==> src/rtl/lfpd_pkg.sv <==
`timescale 1ns / 1ps
// ----------------------------------------------------------------------------
// lfpd_pkg
// Types and constants shared by the line follower PD steering block.
// ----------------------------------------------------------------------------
package lfpd_pkg;

	localparam int SensorCount  = 8;
	localparam int HalfCount    = SensorCount / 2;
	localparam int LineCenter   = (SensorCount - 1) * 500;
	localparam int MaxDarkCount = 3;
	localparam int DarkCntW     = $clog2(SensorCount + 1);
	localparam int SensorW      = 10;
	localparam int SumW         = SensorW + $clog2(HalfCount);
	localparam int PosW         = 13;
	localparam int ErrW         = 13;
	localparam int ErrMax       = 4095;
	localparam int ErrMin       = -4096;
	localparam int CfgIdxW      = 3;
	localparam int CfgDataW     = 10;

	typedef enum logic [1:0] {
		MODE_FOLLOW     = 2'd0,
		MODE_SPIN_LEFT  = 2'd1,
		MODE_SPIN_RIGHT = 2'd2,
		MODE_HOLD       = 2'd3
	} drive_mode_t;

	typedef enum logic [CfgIdxW-1:0] {
		REG_RIGHT_BASE  = 3'd0,
		REG_LEFT_BASE   = 3'd1,
		REG_RIGHT_MAX   = 3'd2,
		REG_LEFT_MAX    = 3'd3,
		REG_SPIN_SPEED  = 3'd4,
		REG_PROP_GAIN   = 3'd5,
		REG_DERIV_GAIN  = 3'd6,
		REG_DARK_THRESH = 3'd7
	} cfg_reg_t;

	typedef struct packed {
		logic [PosW-1:0]    line_position;
		logic [SensorW-1:0] sensor_0;
		logic [SensorW-1:0] sensor_1;
		logic [SensorW-1:0] sensor_2;
		logic [SensorW-1:0] sensor_3;
		logic [SensorW-1:0] sensor_4;
		logic [SensorW-1:0] sensor_5;
		logic [SensorW-1:0] sensor_6;
		logic [SensorW-1:0] sensor_7;
	} sample_t;

	typedef struct packed {
		drive_mode_t drive_mode;
		logic [7:0]  right_speed;
		logic [7:0]  left_speed;
	} cmd_t;

	typedef struct packed {
		logic [7:0]         right_base_speed;
		logic [7:0]         left_base_speed;
		logic [7:0]         right_max_speed;
		logic [7:0]         left_max_speed;
		logic [7:0]         spin_speed;
		logic [7:0]         prop_gain;
		logic [7:0]         deriv_gain;
		logic [SensorW-1:0] dark_threshold;
	} cfg_t;

	typedef struct packed {
		logic                   err_update;
		logic signed [ErrW-1:0] err;
		logic                   arm_left_spin;
	} steer_state_t;

endpackage

==> src/rtl/lfpd_steer.sv <==
`timescale 1ns / 1ps
// ----------------------------------------------------------------------------
// lfpd_steer
// Single-pass steering decision: dark count, half sums, PD correction, clamp.
// ----------------------------------------------------------------------------
module lfpd_steer import lfpd_pkg::*; (
	input  sample_t                sample,
	input  cfg_t                   cfg,
	input  logic signed [ErrW-1:0] prev_err,
	input  logic                   left_spin_armed,
	output cmd_t                   cmd,
	output steer_state_t           next_state
);

	logic [SensorW-1:0]      sens [SensorCount];
	logic [DarkCntW-1:0]     dark_cnt;
	logic [SumW-1:0]         left_sum;
	logic [SumW-1:0]         right_sum;
	logic signed [PosW:0]    pos_err;
	logic signed [ErrW-1:0]  err;
	logic signed [ErrW:0]    diff;
	logic signed [21:0]      prod_p;
	logic signed [22:0]      prod_d;
	logic signed [22:0]      acc;
	logic signed [22:0]      acc_adj;
	logic signed [14:0]      corr;
	logic signed [15:0]      rs_sum;
	logic signed [15:0]      ls_sum;

	assign sens[0] = sample.sensor_0;
	assign sens[1] = sample.sensor_1;
	assign sens[2] = sample.sensor_2;
	assign sens[3] = sample.sensor_3;
	assign sens[4] = sample.sensor_4;
	assign sens[5] = sample.sensor_5;
	assign sens[6] = sample.sensor_6;
	assign sens[7] = sample.sensor_7;

	always_comb begin
		dark_cnt  = '0;
		left_sum  = '0;
		right_sum = '0;
		for (int i = 0; i < SensorCount; i++) begin
			if (sens[i] < cfg.dark_threshold) begin
				dark_cnt = dark_cnt + DarkCntW'(1);
			end
			if (i < HalfCount) begin
				left_sum = left_sum + SumW'(sens[i]);
			end else begin
				right_sum = right_sum + SumW'(sens[i]);
			end
		end
	end

	always_comb begin
		pos_err = $signed({1'b0, sample.line_position}) - (PosW+1)'(LineCenter);
		if (pos_err > (PosW+1)'(ErrMax)) begin
			err = ErrW'(ErrMax);
		end else if (pos_err < (PosW+1)'(ErrMin)) begin
			err = ErrW'(ErrMin);
		end else begin
			err = pos_err[ErrW-1:0];
		end
		diff    = {err[ErrW-1], err} - {prev_err[ErrW-1], prev_err};
		prod_p  = $signed({1'b0, cfg.prop_gain}) * err;
		prod_d  = $signed({1'b0, cfg.deriv_gain}) * diff;
		acc     = {prod_p[21], prod_p} + prod_d;
		acc_adj = acc[22] ? acc + 23'sd255 : acc;
		corr    = acc_adj[22:8];
		rs_sum  = $signed({8'b0, cfg.right_base_speed}) + {corr[14], corr};
		ls_sum  = $signed({8'b0, cfg.left_base_speed}) - {corr[14], corr};
	end

	always_comb begin
		cmd        = '{drive_mode: MODE_HOLD, right_speed: 8'd0, left_speed: 8'd0};
		next_state = '{err_update: 1'b0, err: err, arm_left_spin: 1'b0};
		if (dark_cnt <= DarkCntW'(MaxDarkCount)) begin
			cmd.drive_mode        = MODE_FOLLOW;
			next_state.err_update = 1'b1;
			if (rs_sum > $signed({8'b0, cfg.right_max_speed})) begin
				cmd.right_speed = cfg.right_max_speed;
			end else if (rs_sum < 16'sd0) begin
				cmd.right_speed = 8'd0;
			end else begin
				cmd.right_speed = rs_sum[7:0];
			end
			if (ls_sum > $signed({8'b0, cfg.left_max_speed})) begin
				cmd.left_speed = cfg.left_max_speed;
			end else if (ls_sum < 16'sd0) begin
				cmd.left_speed = 8'd0;
			end else begin
				cmd.left_speed = ls_sum[7:0];
			end
		end else if (left_sum > right_sum) begin
			next_state.arm_left_spin = 1'b1;
			if (left_spin_armed) begin
				cmd.drive_mode  = MODE_SPIN_LEFT;
				cmd.right_speed = cfg.spin_speed;
				cmd.left_speed  = cfg.spin_speed;
			end
		end else if (left_sum < right_sum) begin
			cmd.drive_mode  = MODE_SPIN_RIGHT;
			cmd.right_speed = cfg.spin_speed;
			cmd.left_speed  = cfg.spin_speed;
		end
	end

endmodule

==> src/rtl/line_follower_pd_steering.sv <==
`timescale 1ns / 1ps
// ----------------------------------------------------------------------------
// line_follower_pd_steering
// PD steering and spin decisions for an eight-sensor line follower.
// ----------------------------------------------------------------------------
// Usage:
//  sample channel (sample_valid / sample_stall / sample) carries one tick's
//  line position and eight calibrated sensor values. cmd channel
//  (cmd_valid / cmd_stall / cmd) returns one drive command per sample.
//  A transfer happens on a rising edge with valid high and stall low.
//  A sample is held in the sample register, then its command in the command
//  register, which drives cmd_valid; one sample can be taken every cycle while
//  the command register is free. The decision logic sits between the two
//  registers; the stored error (follow mode only) and left-spin flag update as
//  a sample moves into the command register, so each sample sees all earlier.
//  cfg_valid / cfg_ready / cfg_index / cfg_data write the tuning registers;
//  cfg_ready is always high. Write only when idle.
//  Reset clears both stages, loads default tuning, zeroes the stored error
//  and disarms left spins. While cmd_stall holds, the command register and the
//  sample register fill, then sample_stall rises; nothing is dropped.
// ----------------------------------------------------------------------------
module line_follower_pd_steering import lfpd_pkg::*; (
	input  logic               clk,
	input  logic               arst_n,
	input  logic               sample_valid,
	output logic               sample_stall,
	input  sample_t            sample,
	output logic               cmd_valid,
	input  logic               cmd_stall,
	output cmd_t               cmd,
	input  logic               cfg_valid,
	output logic               cfg_ready,
	input  logic [CfgIdxW-1:0] cfg_index,
	input  logic [CfgDataW-1:0] cfg_data
);

	cfg_t                   cfg_q;
	logic                   valid_s1;
	sample_t                sample_s1;
	logic                   cmd_valid_q;
	cmd_t                   cmd_q;
	logic signed [ErrW-1:0] prev_err_q;
	logic                   left_spin_armed_q;
	cmd_t                   cmd_next;
	steer_state_t           next_state;
	logic                   advance;
	logic                   out_free;

	assign out_free     = !cmd_valid_q || !cmd_stall;
	assign advance      = valid_s1 && out_free;
	assign sample_stall = valid_s1 && !out_free;
	assign cmd_valid    = cmd_valid_q;
	assign cmd          = cmd_q;
	assign cfg_ready    = 1'b1;

	lfpd_steer u_steer (
		.sample          (sample_s1),
		.cfg             (cfg_q),
		.prev_err        (prev_err_q),
		.left_spin_armed (left_spin_armed_q),
		.cmd             (cmd_next),
		.next_state      (next_state)
	);

	always_ff @(posedge clk or negedge arst_n) begin
		if (!arst_n) begin
			cfg_q.right_base_speed <= 8'd60;
			cfg_q.left_base_speed  <= 8'd60;
			cfg_q.right_max_speed  <= 8'd85;
			cfg_q.left_max_speed   <= 8'd85;
			cfg_q.spin_speed       <= 8'd100;
			cfg_q.prop_gain        <= 8'd26;
			cfg_q.deriv_gain       <= 8'd179;
			cfg_q.dark_threshold   <= SensorW'(500);
		end else if (cfg_valid && cfg_ready) begin
			case (cfg_reg_t'(cfg_index))
				REG_RIGHT_BASE:  cfg_q.right_base_speed <= cfg_data[7:0];
				REG_LEFT_BASE:   cfg_q.left_base_speed  <= cfg_data[7:0];
				REG_RIGHT_MAX:   cfg_q.right_max_speed  <= cfg_data[7:0];
				REG_LEFT_MAX:    cfg_q.left_max_speed   <= cfg_data[7:0];
				REG_SPIN_SPEED:  cfg_q.spin_speed       <= cfg_data[7:0];
				REG_PROP_GAIN:   cfg_q.prop_gain        <= cfg_data[7:0];
				REG_DERIV_GAIN:  cfg_q.deriv_gain       <= cfg_data[7:0];
				REG_DARK_THRESH: cfg_q.dark_threshold   <= cfg_data[SensorW-1:0];
				default: ;
			endcase
		end
	end

	always_ff @(posedge clk or negedge arst_n) begin
		if (!arst_n) begin
			valid_s1          <= 1'b0;
			cmd_valid_q       <= 1'b0;
			prev_err_q        <= '0;
			left_spin_armed_q <= 1'b0;
		end else begin
			if (sample_valid && !sample_stall) begin
				valid_s1 <= 1'b1;
			end else if (advance) begin
				valid_s1 <= 1'b0;
			end
			if (advance) begin
				cmd_valid_q <= 1'b1;
				if (next_state.err_update) begin
					prev_err_q <= next_state.err;
				end
				if (next_state.arm_left_spin) begin
					left_spin_armed_q <= 1'b1;
				end
			end else if (!cmd_stall) begin
				cmd_valid_q <= 1'b0;
			end
		end
	end

	always_ff @(posedge clk) begin
		if (sample_valid && !sample_stall) begin
			sample_s1 <= sample;
		end
		if (advance) begin
			cmd_q <= cmd_next;
		end
	end

endmodule
==> config.mk <==
export PLATFORM = sky130hd
export DESIGN_NAME = line_follower_pd_steering
export DESIGN_NICKNAME = d
export VERILOG_FILES = /design/src/rtl/lfpd_pkg.sv /design/src/rtl/lfpd_steer.sv /design/src/rtl/line_follower_pd_steering.sv
export SDC_FILE = /design/constraint.sdc
export NUM_CORES = 1
export LEC_CHECK = 0
export ABC_AREA = 1
export BUFFER_PORTS_ARGS = -buffer_cell sky130_fd_sc_hd__buf_2
export CAP_MARGIN = 20
export CORE_AREA = 2 2 161 241
export CTS_BUF_LIST = sky130_fd_sc_hd__clkbuf_4 sky130_fd_sc_hd__clkbuf_8
export DETAILED_ROUTE_END_ITERATION = 10
export DIE_AREA = 0 0 163 243
export GPL_ROUTABILITY_DRIVEN = 0
export PLACE_DENSITY_LB_ADDON = 0.12
export SETUP_SLACK_MARGIN = 0.2
export SYNTH_ARGS = -nofsm -noshare
export SYNTH_HDL_FRONTEND = slang
export SYNTH_SLANG_ARGS = --single-unit
==> constraint.sdc <==
create_clock -name clk -period 15.1 [get_ports clk]
set_input_delay 0.755 -clock clk [delete_from_list [all_inputs] [get_ports clk]]
set_output_delay 0.755 -clock clk [all_outputs]
set_load 0.05 [all_outputs]
==> reports/metrics.csv, run 1 <==
metric,value,unit
slew_headroom,0.4825,
pin_count,132,
grtUsageTotal,0.3035,
syn_inst,2777,
clkTransAtPathRegs,0.12,ns
grt_pass1_wl,93.68,mm
status,finished clean,
drcViolationCount,0,
final_common_cell,nand2_1,
min_period,13.13,ns
layout_common_cells,"nand2_1, inv_1, ha_1",
final_cells,3404,
grt_start_max_net_pins,67,
clkSinkCount,193,
worst_setup_path_end_kind,register,
crit_required,15.40,ns
slowest_delay,0.68,ns
wirelength,56.68,mm
num-fill-cells,3292,
htree_levels,4,
die-area,39610,um^2
critPathMaxFanout,19,
fmax,76.18,MHz
areaGrowthSynthToFinish,6.946,%
cts_buffer_depth,2,
cap_violations,0,
drt_iter0_drc,1120,
setup_violations,0,
finalHoldViolCount,0,
fp.dieW,163,um
start_kind,register,
dr_total_vias,18480,
crit_type,reg -> reg,
drv_slew,0,
cts_tree,yes,
clock_skew,0.02804,ns
crit_top_cell,nand2_1,
path_delay_family,adder cells,
rsz0062_at_grt,no,
hold_path_class,in -> async,
cpMaxStageDelayCell,fa_1,
synth_seq_area_share,0.2397,
die_y,243,um
ys_types,52,
port_buffers,130,
reg2reg_depth,69,
dp_hpwl,47.71,mm
antenna_found_initial,1,
post_cts_buffers,0,
synth_flop_cell,edfxtp_1,
core_area,37550,um^2
start_util,0.6029,
yosysWarnings,0,
synthArstFlopShare,0.4249,
cp.arrival,13.42,ns
fin_tns_setup,0,ns
holdBufCountCts,0,
syn_avg_cell_area,8.154,um^2
r2r_setup_slack,1.97,ns
reg2reg_to,cmd[11]$_DFFE_PP_,
clk_latency,0.53,ns
cts_made_buffers,17,
syn_area,22640,um^2
post_cts_resized,0,
synth-edff-count,111,
placed_cells,3371,
routed_via_density,5.429,
synth_seq_cells,193,
post-route-util,0.6448,
rows,87,
r2r-start,sample_s1[83]$_DFFE_PP_,
grt_overflow_total,0,
drtAntennaViolNets,0,
drive_above_1_share,0.09506,
wl_per_cell,16.65,um
firstDrtPassIters,5,
cts-root-buf,clkbuf_8,
timing.critical_path.buf_inv,8,
syn_nets,3381,
worst_pin_slew,0.7763,ns
final.period_utilization,0.8693,
fin_nets,3505,
grt_pass1_vias,19670,
[worst register-to-register path, delay by kind of cell, from the launching register on]
kind                       cells  cell delay (ns)
xor gates and xnor gates       2             0.57
adders and majority gates      9             4.19
and+or+nand+nor               32             3.45
DFF                            1             0.44
buffers and inverters          8             0.71
AOI/OAI and AO/OA             18             3.52
[stage by stage]
step | hold slack [ns] | worst slack, ns | cell area [um^2]
2_1_floorplan | 0.4340 | 3.761 | 22640
3_3_place_gp | 0.4625 | 2.875 | 23820
3_5_place_dp | 0.4707 | 2.294 | 23820
4_1_cts | 0.1799 | 2.106 | 24210
5_1_grt | 0.2122 | 0.9193 | 24220
6_report | 0.1857 | 1.973 | 24220
[cells by family after synthesis]
group                      Yosys count  synth area share
and+or+nand+nor                   1053            0.1993
buffers and inverters              643            0.1075
adders and majority gates          493            0.3450
AOI/OAI and AO/OA                  314           0.07703
DFF                                193            0.2397
xor gates and xnor gates            80           0.03128
other                                1         0.0001656
[synth_stat cells, types with 2 or more instances]
cell	count	area [um^2]
nand3b_1	9	67.56
inv_1	604	2267
buf_2	2	10.01
o21ai_1	13	65.06
nor3_1	10	50.05
xnor2_1	23	201.4
buf_4	3	22.52
and2_1	3	18.77
ha_1	274	3428
nor4_1	2	12.51
edfxtp_1	111	3333
nand2_2	16	100.1
xor2_1	56	490.5
dfstp_2	33	867.1
nor2_2	11	68.82
nand2_4	7	78.83
a21oi_2	3	26.28
dfrtp_1	49	1226
a31oi_1	6	37.54
nand4_1	27	168.9
o21ai_0	112	560.5
nand3_2	8	80.08
nand3_1	126	630.6
clkbuf_1	23	86.33
a21boi_0	3	22.52
clkinv_1	3	11.26
o21a_1	8	60.06
a21o_1	9	67.56
nor2_4	5	56.30
nor2_1	204	765.7
o211ai_1	7	52.55
inv_2	7	26.28
a211oi_1	3	22.52
a21oi_1	126	630.6
o21bai_1	18	135.1
fa_1	219	4384
or2_2	12	75.07
nand2_1	608	2282
[registers in the layout, summed over array words and instances (netlist names)]
name / flops
cmd: 18
sample_s1: 93
valid_s1: 1
left_spin_armed_q: 1
cfg_q: 66
prev_err_q: 13
cmd_valid: 1
[per-layer routing]
layer	routed length (um)	GRT usage
met5	0	0
met4	4642	0.2168
met3	2116	0.03452
met2	29160	0.5475
met1	20760	0.3251
[final cells by class]
| class | count | area (um^2) | area share |
|---|---|---|---|
| sequential | 193 | 5426 | 0.2241 |
| timing repair buffer | 134 | 683.2 | 0.02821 |
| antenna | 1 | 2.502 | 0.0001033 |
| clock buffer | 17 | 234.0 | 0.009662 |
| clock inverter | 15 | 162.7 | 0.006717 |
| inverter | 614 | 2306 | 0.09523 |
| tap | 489 | 611.8 | 0.02527 |
| multi-input combinational | 1941 | 14790 | 0.6107 |
[worst max-delay path by stage]
| stage | cells after the start | endpoint | from |
|---|---|---|---|
| floorplan | 70 | cmd[10]$_DFFE_PP_ | sample_s1[83]$_DFFE_PP_ |
| global placement | 69 | cmd[13]$_DFFE_PP_ | sample_s1[83]$_DFFE_PP_ |
| detailed placement | 69 | cmd[14]$_DFFE_PP_ | sample_s1[83]$_DFFE_PP_ |
| CTS | 69 | cmd[14]$_DFFE_PP_ | sample_s1[83]$_DFFE_PP_ |
| global route | 68 | cmd[12]$_DFFE_PP_ | sample_s1[83]$_DFFE_PP_ |
| finish | 69 | cmd[11]$_DFFE_PP_ | sample_s1[83]$_DFFE_PP_ |
Power of run 1 is not shown: default switching activity piles up to over one toggle a cycle in this logic, so the estimate is an artifact.
==> inputs of run 2 (changes only) <==
Settings changed: PLACE_DENSITY from default to 0.83, PLACE_DENSITY_LB_ADDON 0.12 to default.
==> run 2 against run 1 <==
  * Flip-flop and latch count did not move
  * Critical path depth unchanged
  * Design area about the same
==> reports/metrics.csv, run 2 (synthesis results as in run 1) <==
metric,value,unit
port_buffers,130,
largest_reg_flops,93,
fmax,76.37,MHz
areaGrowthSynthToFinish,7.045,%
final_common_cell,nand2_1,
drv_slew,0,
die-area,39610,um^2
wirelength,56.92,mm
fin_tns_setup,0,ns
holdBufCountCts,0,
cts_tree,yes,
cts-root-buf,clkbuf_8,
start_util,0.6029,
r2r-start,sample_s1[83]$_DFFE_PP_,
fin_nets,3505,
finalHoldViolCount,0,
cp.arrival,13.40,ns
firstDrtPassIters,5,
wl_per_cell,16.72,um
cpMaxStageDelayCell,fa_1,
fp.dieW,163,um
post_cts_buffers,0,
grtUsageTotal,0.3039,
core_area,37550,um^2
worst_pin_slew,0.8909,ns
drive_above_1_share,0.09472,
drt_iter0_drc,1136,
slowest_delay,0.67,ns
final.period_utilization,0.8672,
htree_levels,4,
clkTransAtPathRegs,0.12,ns
critPathMaxFanout,19,
rows,87,
grt_pass1_vias,20230,
hold_path_class,in -> async,
dr_total_vias,18870,
layout_common_cells,"nand2_1, inv_1, ha_1",
crit_type,reg -> reg,
routed_via_density,5.543,
status,finished clean,
antenna_found_initial,1,
grt_pass1_wl,94.52,mm
min_period,13.09,ns
slew_headroom,0.4061,
cts_buffer_depth,2,
cap_violations,0,
crit_start,sample_s1[83]$_DFFE_PP_,
grt_start_max_net_pins,74,
dp_hpwl,47.46,mm
rsz0062_at_grt,no,
clkSinkCount,193,
cts_made_buffers,17,
die_y,243,um
grt_overflow_total,0,
r2r_setup_slack,2.01,ns
crit_required,15.40,ns
clk_latency,0.53,ns
worst_setup_path_end_kind,register,
crit_top_cell,nand2_1,
start_kind,register,
drtAntennaViolNets,0,
setup_violations,0,
drcViolationCount,0,
clock_skew,0.02873,ns
post_cts_resized,0,
pin_count,132,
top_register,sample_s1,
[run 2: critical path, delay by kind of cell, from the launching register on]
family          cells  cell delay, ns
buf+inv             8            0.72
flops               1            0.44
fa+ha+maj           9            4.15
simple gates       32            3.41
xor+xnor            2            0.55
compound gates     18            3.56
[run 2: path summary, 6_finish.rpt]
check / end / depth (start not counted)
max: cmd[8]$_DFFE_PP_ / 69
min: cfg_q[35]$_DFFE_PN0P_ / 1
min in group clk: sample_s1[22]$_DFFE_PP_ / 1
min reg2reg: cmd_valid$_DFFE_PN0P_ / 2
max in group asynchronous: cfg_q[1]$_DFFE_PN0P_ / 2
max reg2reg: cmd[8]$_DFFE_PP_ / 69
[run 2: final cells by class]
cell class              count  area, um^2
repair buffers            134       683.2
clock inverters            15       187.7
clock buffers              17       234.0
inverters                 614        2306
multi-input cells        1941       14790
diodes                      1       2.502
flip-flops and latches    193        5426
fillers                  3065       13320
well taps                 489       611.8
[run 2: metrics by stage]
stage / instance area, um^2 / hold WS [ns] / cells / setup WS, ns / util
2_1_floorplan: 22640 / 0.4340 / 2777 / 3.761 / -
3_3_place_gp: 23810 / 0.4386 / 3371 / 2.942 / 0.6341
3_5_place_dp: 23810 / 0.4493 / 3371 / 2.263 / 0.6341
4_1_cts: 24240 / 0.05059 / 3403 / 2.188 / 0.6453
5_1_grt: 24240 / 0.06210 / 3404 / 0.5642 / 0.6454
6_report: 24240 / 0.06407 / 3404 / 2.005 / 0.6454
[run 2: routing by layer]
layer | GRT usage | vias to the layer above | part of all wire
met5 | 0 | - | 0
met4 | 0.2574 | 0 | 0.10
met3 | 0.03964 | 297 | 0.047
met2 | 0.5420 | 773 | 0.51
met1 | 0.3102 | 8862 | 0.34
li1 | - | 8937 | -
Power of run 2 is left out for the same reason.
==> inputs of run 3 (changes only) <==
Settings changed: CORE_AREA 2 2 161 241 to 2 2 160 241, DIE_AREA 0 0 163 243 to 0 0 162 243, SYNTH_HIERARCHICAL from default to 1.
==> run 3 against run 2 <==
  * Via count grew 0.74%
  * Synthesized area decreased by 0.57%
  * Highest routed layer is now met5
  * Die area down 0.61%
  * Flip-flop and latch count stayed put
  * Non-clock buffer count unchanged
  * Routed wire length grew 2.8%
  * Sequential share of layout area increased by 0.18 points
  * Largest cell class unchanged
  * Design area down 0.79%
  * First-iteration DRC count grew 35%
  * Register-to-register slack worse by 0.59 ns
  * Count of clock-buffer cells in the layout did not move
  * Core utilization about the same
==> reports/metrics.csv, run 3 <==
metric,value,unit
cts_tree,yes,
grtUsageTotal,0.3097,
largest_reg_flops,93,
synth_seq_area_share,0.2410,
wl_per_cell,17.48,um
syn_area,22510,um^2
hold_path_class,in -> async,
syn_inst,2727,
dr_total_vias,19010,
top_register,sample_s1,
synth.top_cell.area_share,0.2090,
num-fill-cells,2982,
wirelength,58.52,mm
layout_common_cells,"nand2_1, inv_1, ha_1",
synth_most_common_cell,nand2_1,
synth_seq_cells,193,
antenna_found_initial,3,
clk_latency,0.51,ns
fin_nets,3445,
synth_common_cells,"nand2_1, inv_1, ha_1",
synth_area_leader_cell,fa_1,
grt_pass1_vias,20350,
path_delay_family,simple AND/OR/NAND/NOR gates,
worst_setup_path_end_kind,register,
synth_flop_cell,edfxtp_1,
rsz0062_at_grt,no,
worst_pin_slew,1.048,ns
timing.critical_path.buf_inv,10,
r2r_setup_slack,1.42,ns
firstDrtPassIters,9,
cts_made_buffers,17,
drive_above_1_share,0.1029,
port_buffers,130,
cp.arrival,13.93,ns
cpMaxStageDelayCell,fa_1,
slowest_delay,0.68,ns
clkTransAtPathRegs,0.12,ns
status,finished clean,
cts_buffer_depth,2,
final.period_utilization,0.9062,
drt_iter0_drc,1534,
cap_violations,0,
post_cts_buffers,0,
fin_tns_setup,0,ns
final_common_cell,nand2_1,
syn_nets,3329,
crit_type,reg -> reg,
synth-edff-count,111,
min_period,13.68,ns
die_y,243,um
pin_count,132,
start_util,0.6048,
slew_headroom,0.3004,
r2r-start,sample_s1[83]$_DFFE_PP_,
clkSinkCount,193,
drv_slew,0,
start_kind,register,
dp_hpwl,47.85,mm
fmax,73.08,MHz
grt_start_max_net_pins,80,
areaGrowthSynthToFinish,6.802,%
syn_avg_cell_area,8.256,um^2
grt_pass1_wl,96.72,mm
finalHoldViolCount,0,
ys_types,57,
drtAntennaViolNets,0,
grt_overflow_total,0,
reg2reg_to,cmd[9]$_DFFE_PP_,
die-area,39370,um^2
crit_required,15.34,ns
critPathMaxFanout,21,
synthArstFlopShare,0.4249,
routed_via_density,5.679,
fp.dieW,162,um
yosysWarnings,6,
cts-root-buf,clkbuf_8,
clock_skew,0.02114,ns
rows,87,
setup_violations,0,
synth.area.top_cells,"fa_1, edfxtp_1, ha_1",
drcViolationCount,0,
htree_levels,4,
core_area,37230,um^2
crit_top_cell,nand2_1,
reg2reg_depth,73,
==> run 3: changes by cell type after synthesis, sizes merged, moves of 4 or more <==
| cell | previous run | this run |
|---|---|---|
| a21oi | 130 | 125 |
| buf | 6 | 10 |
| fa | 219 | 235 |
| ha | 274 | 256 |
| inv | 611 | 507 |
| nand2 | 631 | 751 |
| nand3 | 135 | 161 |
| nand3b | 9 | 4 |
| nand4 | 27 | 37 |
| o21ai | 125 | 49 |
| o21bai | 18 | 13 |
| xor2 | 57 | 42 |
==> run 3: kinds of logic after synthesis <==
| family | synth area share |
|---|---|
| compound gates | 0.05830 |
| xor+xnor | 0.02484 |
| fa+ha+maj | 0.3512 |
| buf+inv | 0.09586 |
| flops | 0.2410 |
| other cells | 0.0001666 |
| simple gates | 0.2286 |
==> run 3: worst max-delay path by stage <==
stage / cells past startpoint / end / slack [ns] / from
6_report: 73 / cmd[9]$_DFFE_PP_ / 1.42 / sample_s1[83]$_DFFE_PP_
5_1_grt: 75 / cmd[8]$_DFFE_PP_ / 0.31 / sample_s1[83]$_DFFE_PP_
4_1_cts: 72 / cmd[9]$_DFFE_PP_ / 1.46 / sample_s1[82]$_DFFE_PP_
3_5_place_dp: 73 / cmd[14]$_DFFE_PP_ / 1.65 / sample_s1[82]$_DFFE_PP_
3_3_place_gp: 72 / cmd[1]$_DFFE_PP_ / 2.25 / sample_s1[82]$_DFFE_PP_
2_1_floorplan: 73 / cmd[0]$_DFFE_PP_ / 3.25 / sample_s1[82]$_DFFE_PP_
==> run 3: repair_timing <==
action,CTS,global route
setup endpoints to repair,0,16
hold buffers,0,0
gates resized for setup,0,2
==> run 3: worst reg2reg max path: cells and delay by family (launching register included) <==
kind                     cells  cell delay [ns]
buffers and inverters       10             1.22
XOR/XNOR                     1             0.20
AND/OR/NAND/NOR             42             5.53
flip-flops                   1             0.40
AO/OA/AOI/OAI               11             1.95
adder cells (fa/ha/maj)      9             4.10
==> run 3: layout make-up <==
type / count / area, um^2 / share of cell area
multi-input combinational: 1984 / 14940 / 0.6214
tap: 489 / 611.8 / 0.02544
sequential: 193 / 5426 / 0.2257
antenna: 2 / 5.005 / 0.0002081
clock buffer: 17 / 234.0 / 0.009730
inverter: 513 / 1928 / 0.08019
clock inverter: 15 / 195.2 / 0.008117
timing repair buffer: 134 / 703.2 / 0.02924
==> run 3: metal layers <==
metal  wire length [um]  vias to the layer above  global-route usage  share of wire
li1                   -                     8800                   -              -
met1              20130                     9031              0.3264           0.34
met2              29930                      882              0.5561           0.51
met3               3324                      293             0.03964          0.057
met4               5126                        2              0.2337          0.088
met5                 14                        -                   0        0.00024
==> run 3: through the flow <==
step           area, um^2    util  cells  hold slack, ns  setup slack [ns]
6_report            24050  0.6459   3347          0.1072             1.416
5_1_grt             24050  0.6459   3347         0.08141            0.3092
4_1_cts             24030  0.6455   3345         0.07346             1.456
3_5_place_dp        23600  0.6340   3313          0.4569             1.653
3_3_place_gp        23570  0.6332   3312          0.4527             2.254
2_1_floorplan       22510       -   2727          0.4419             3.250
Power of run 3 is left out for the same reason.
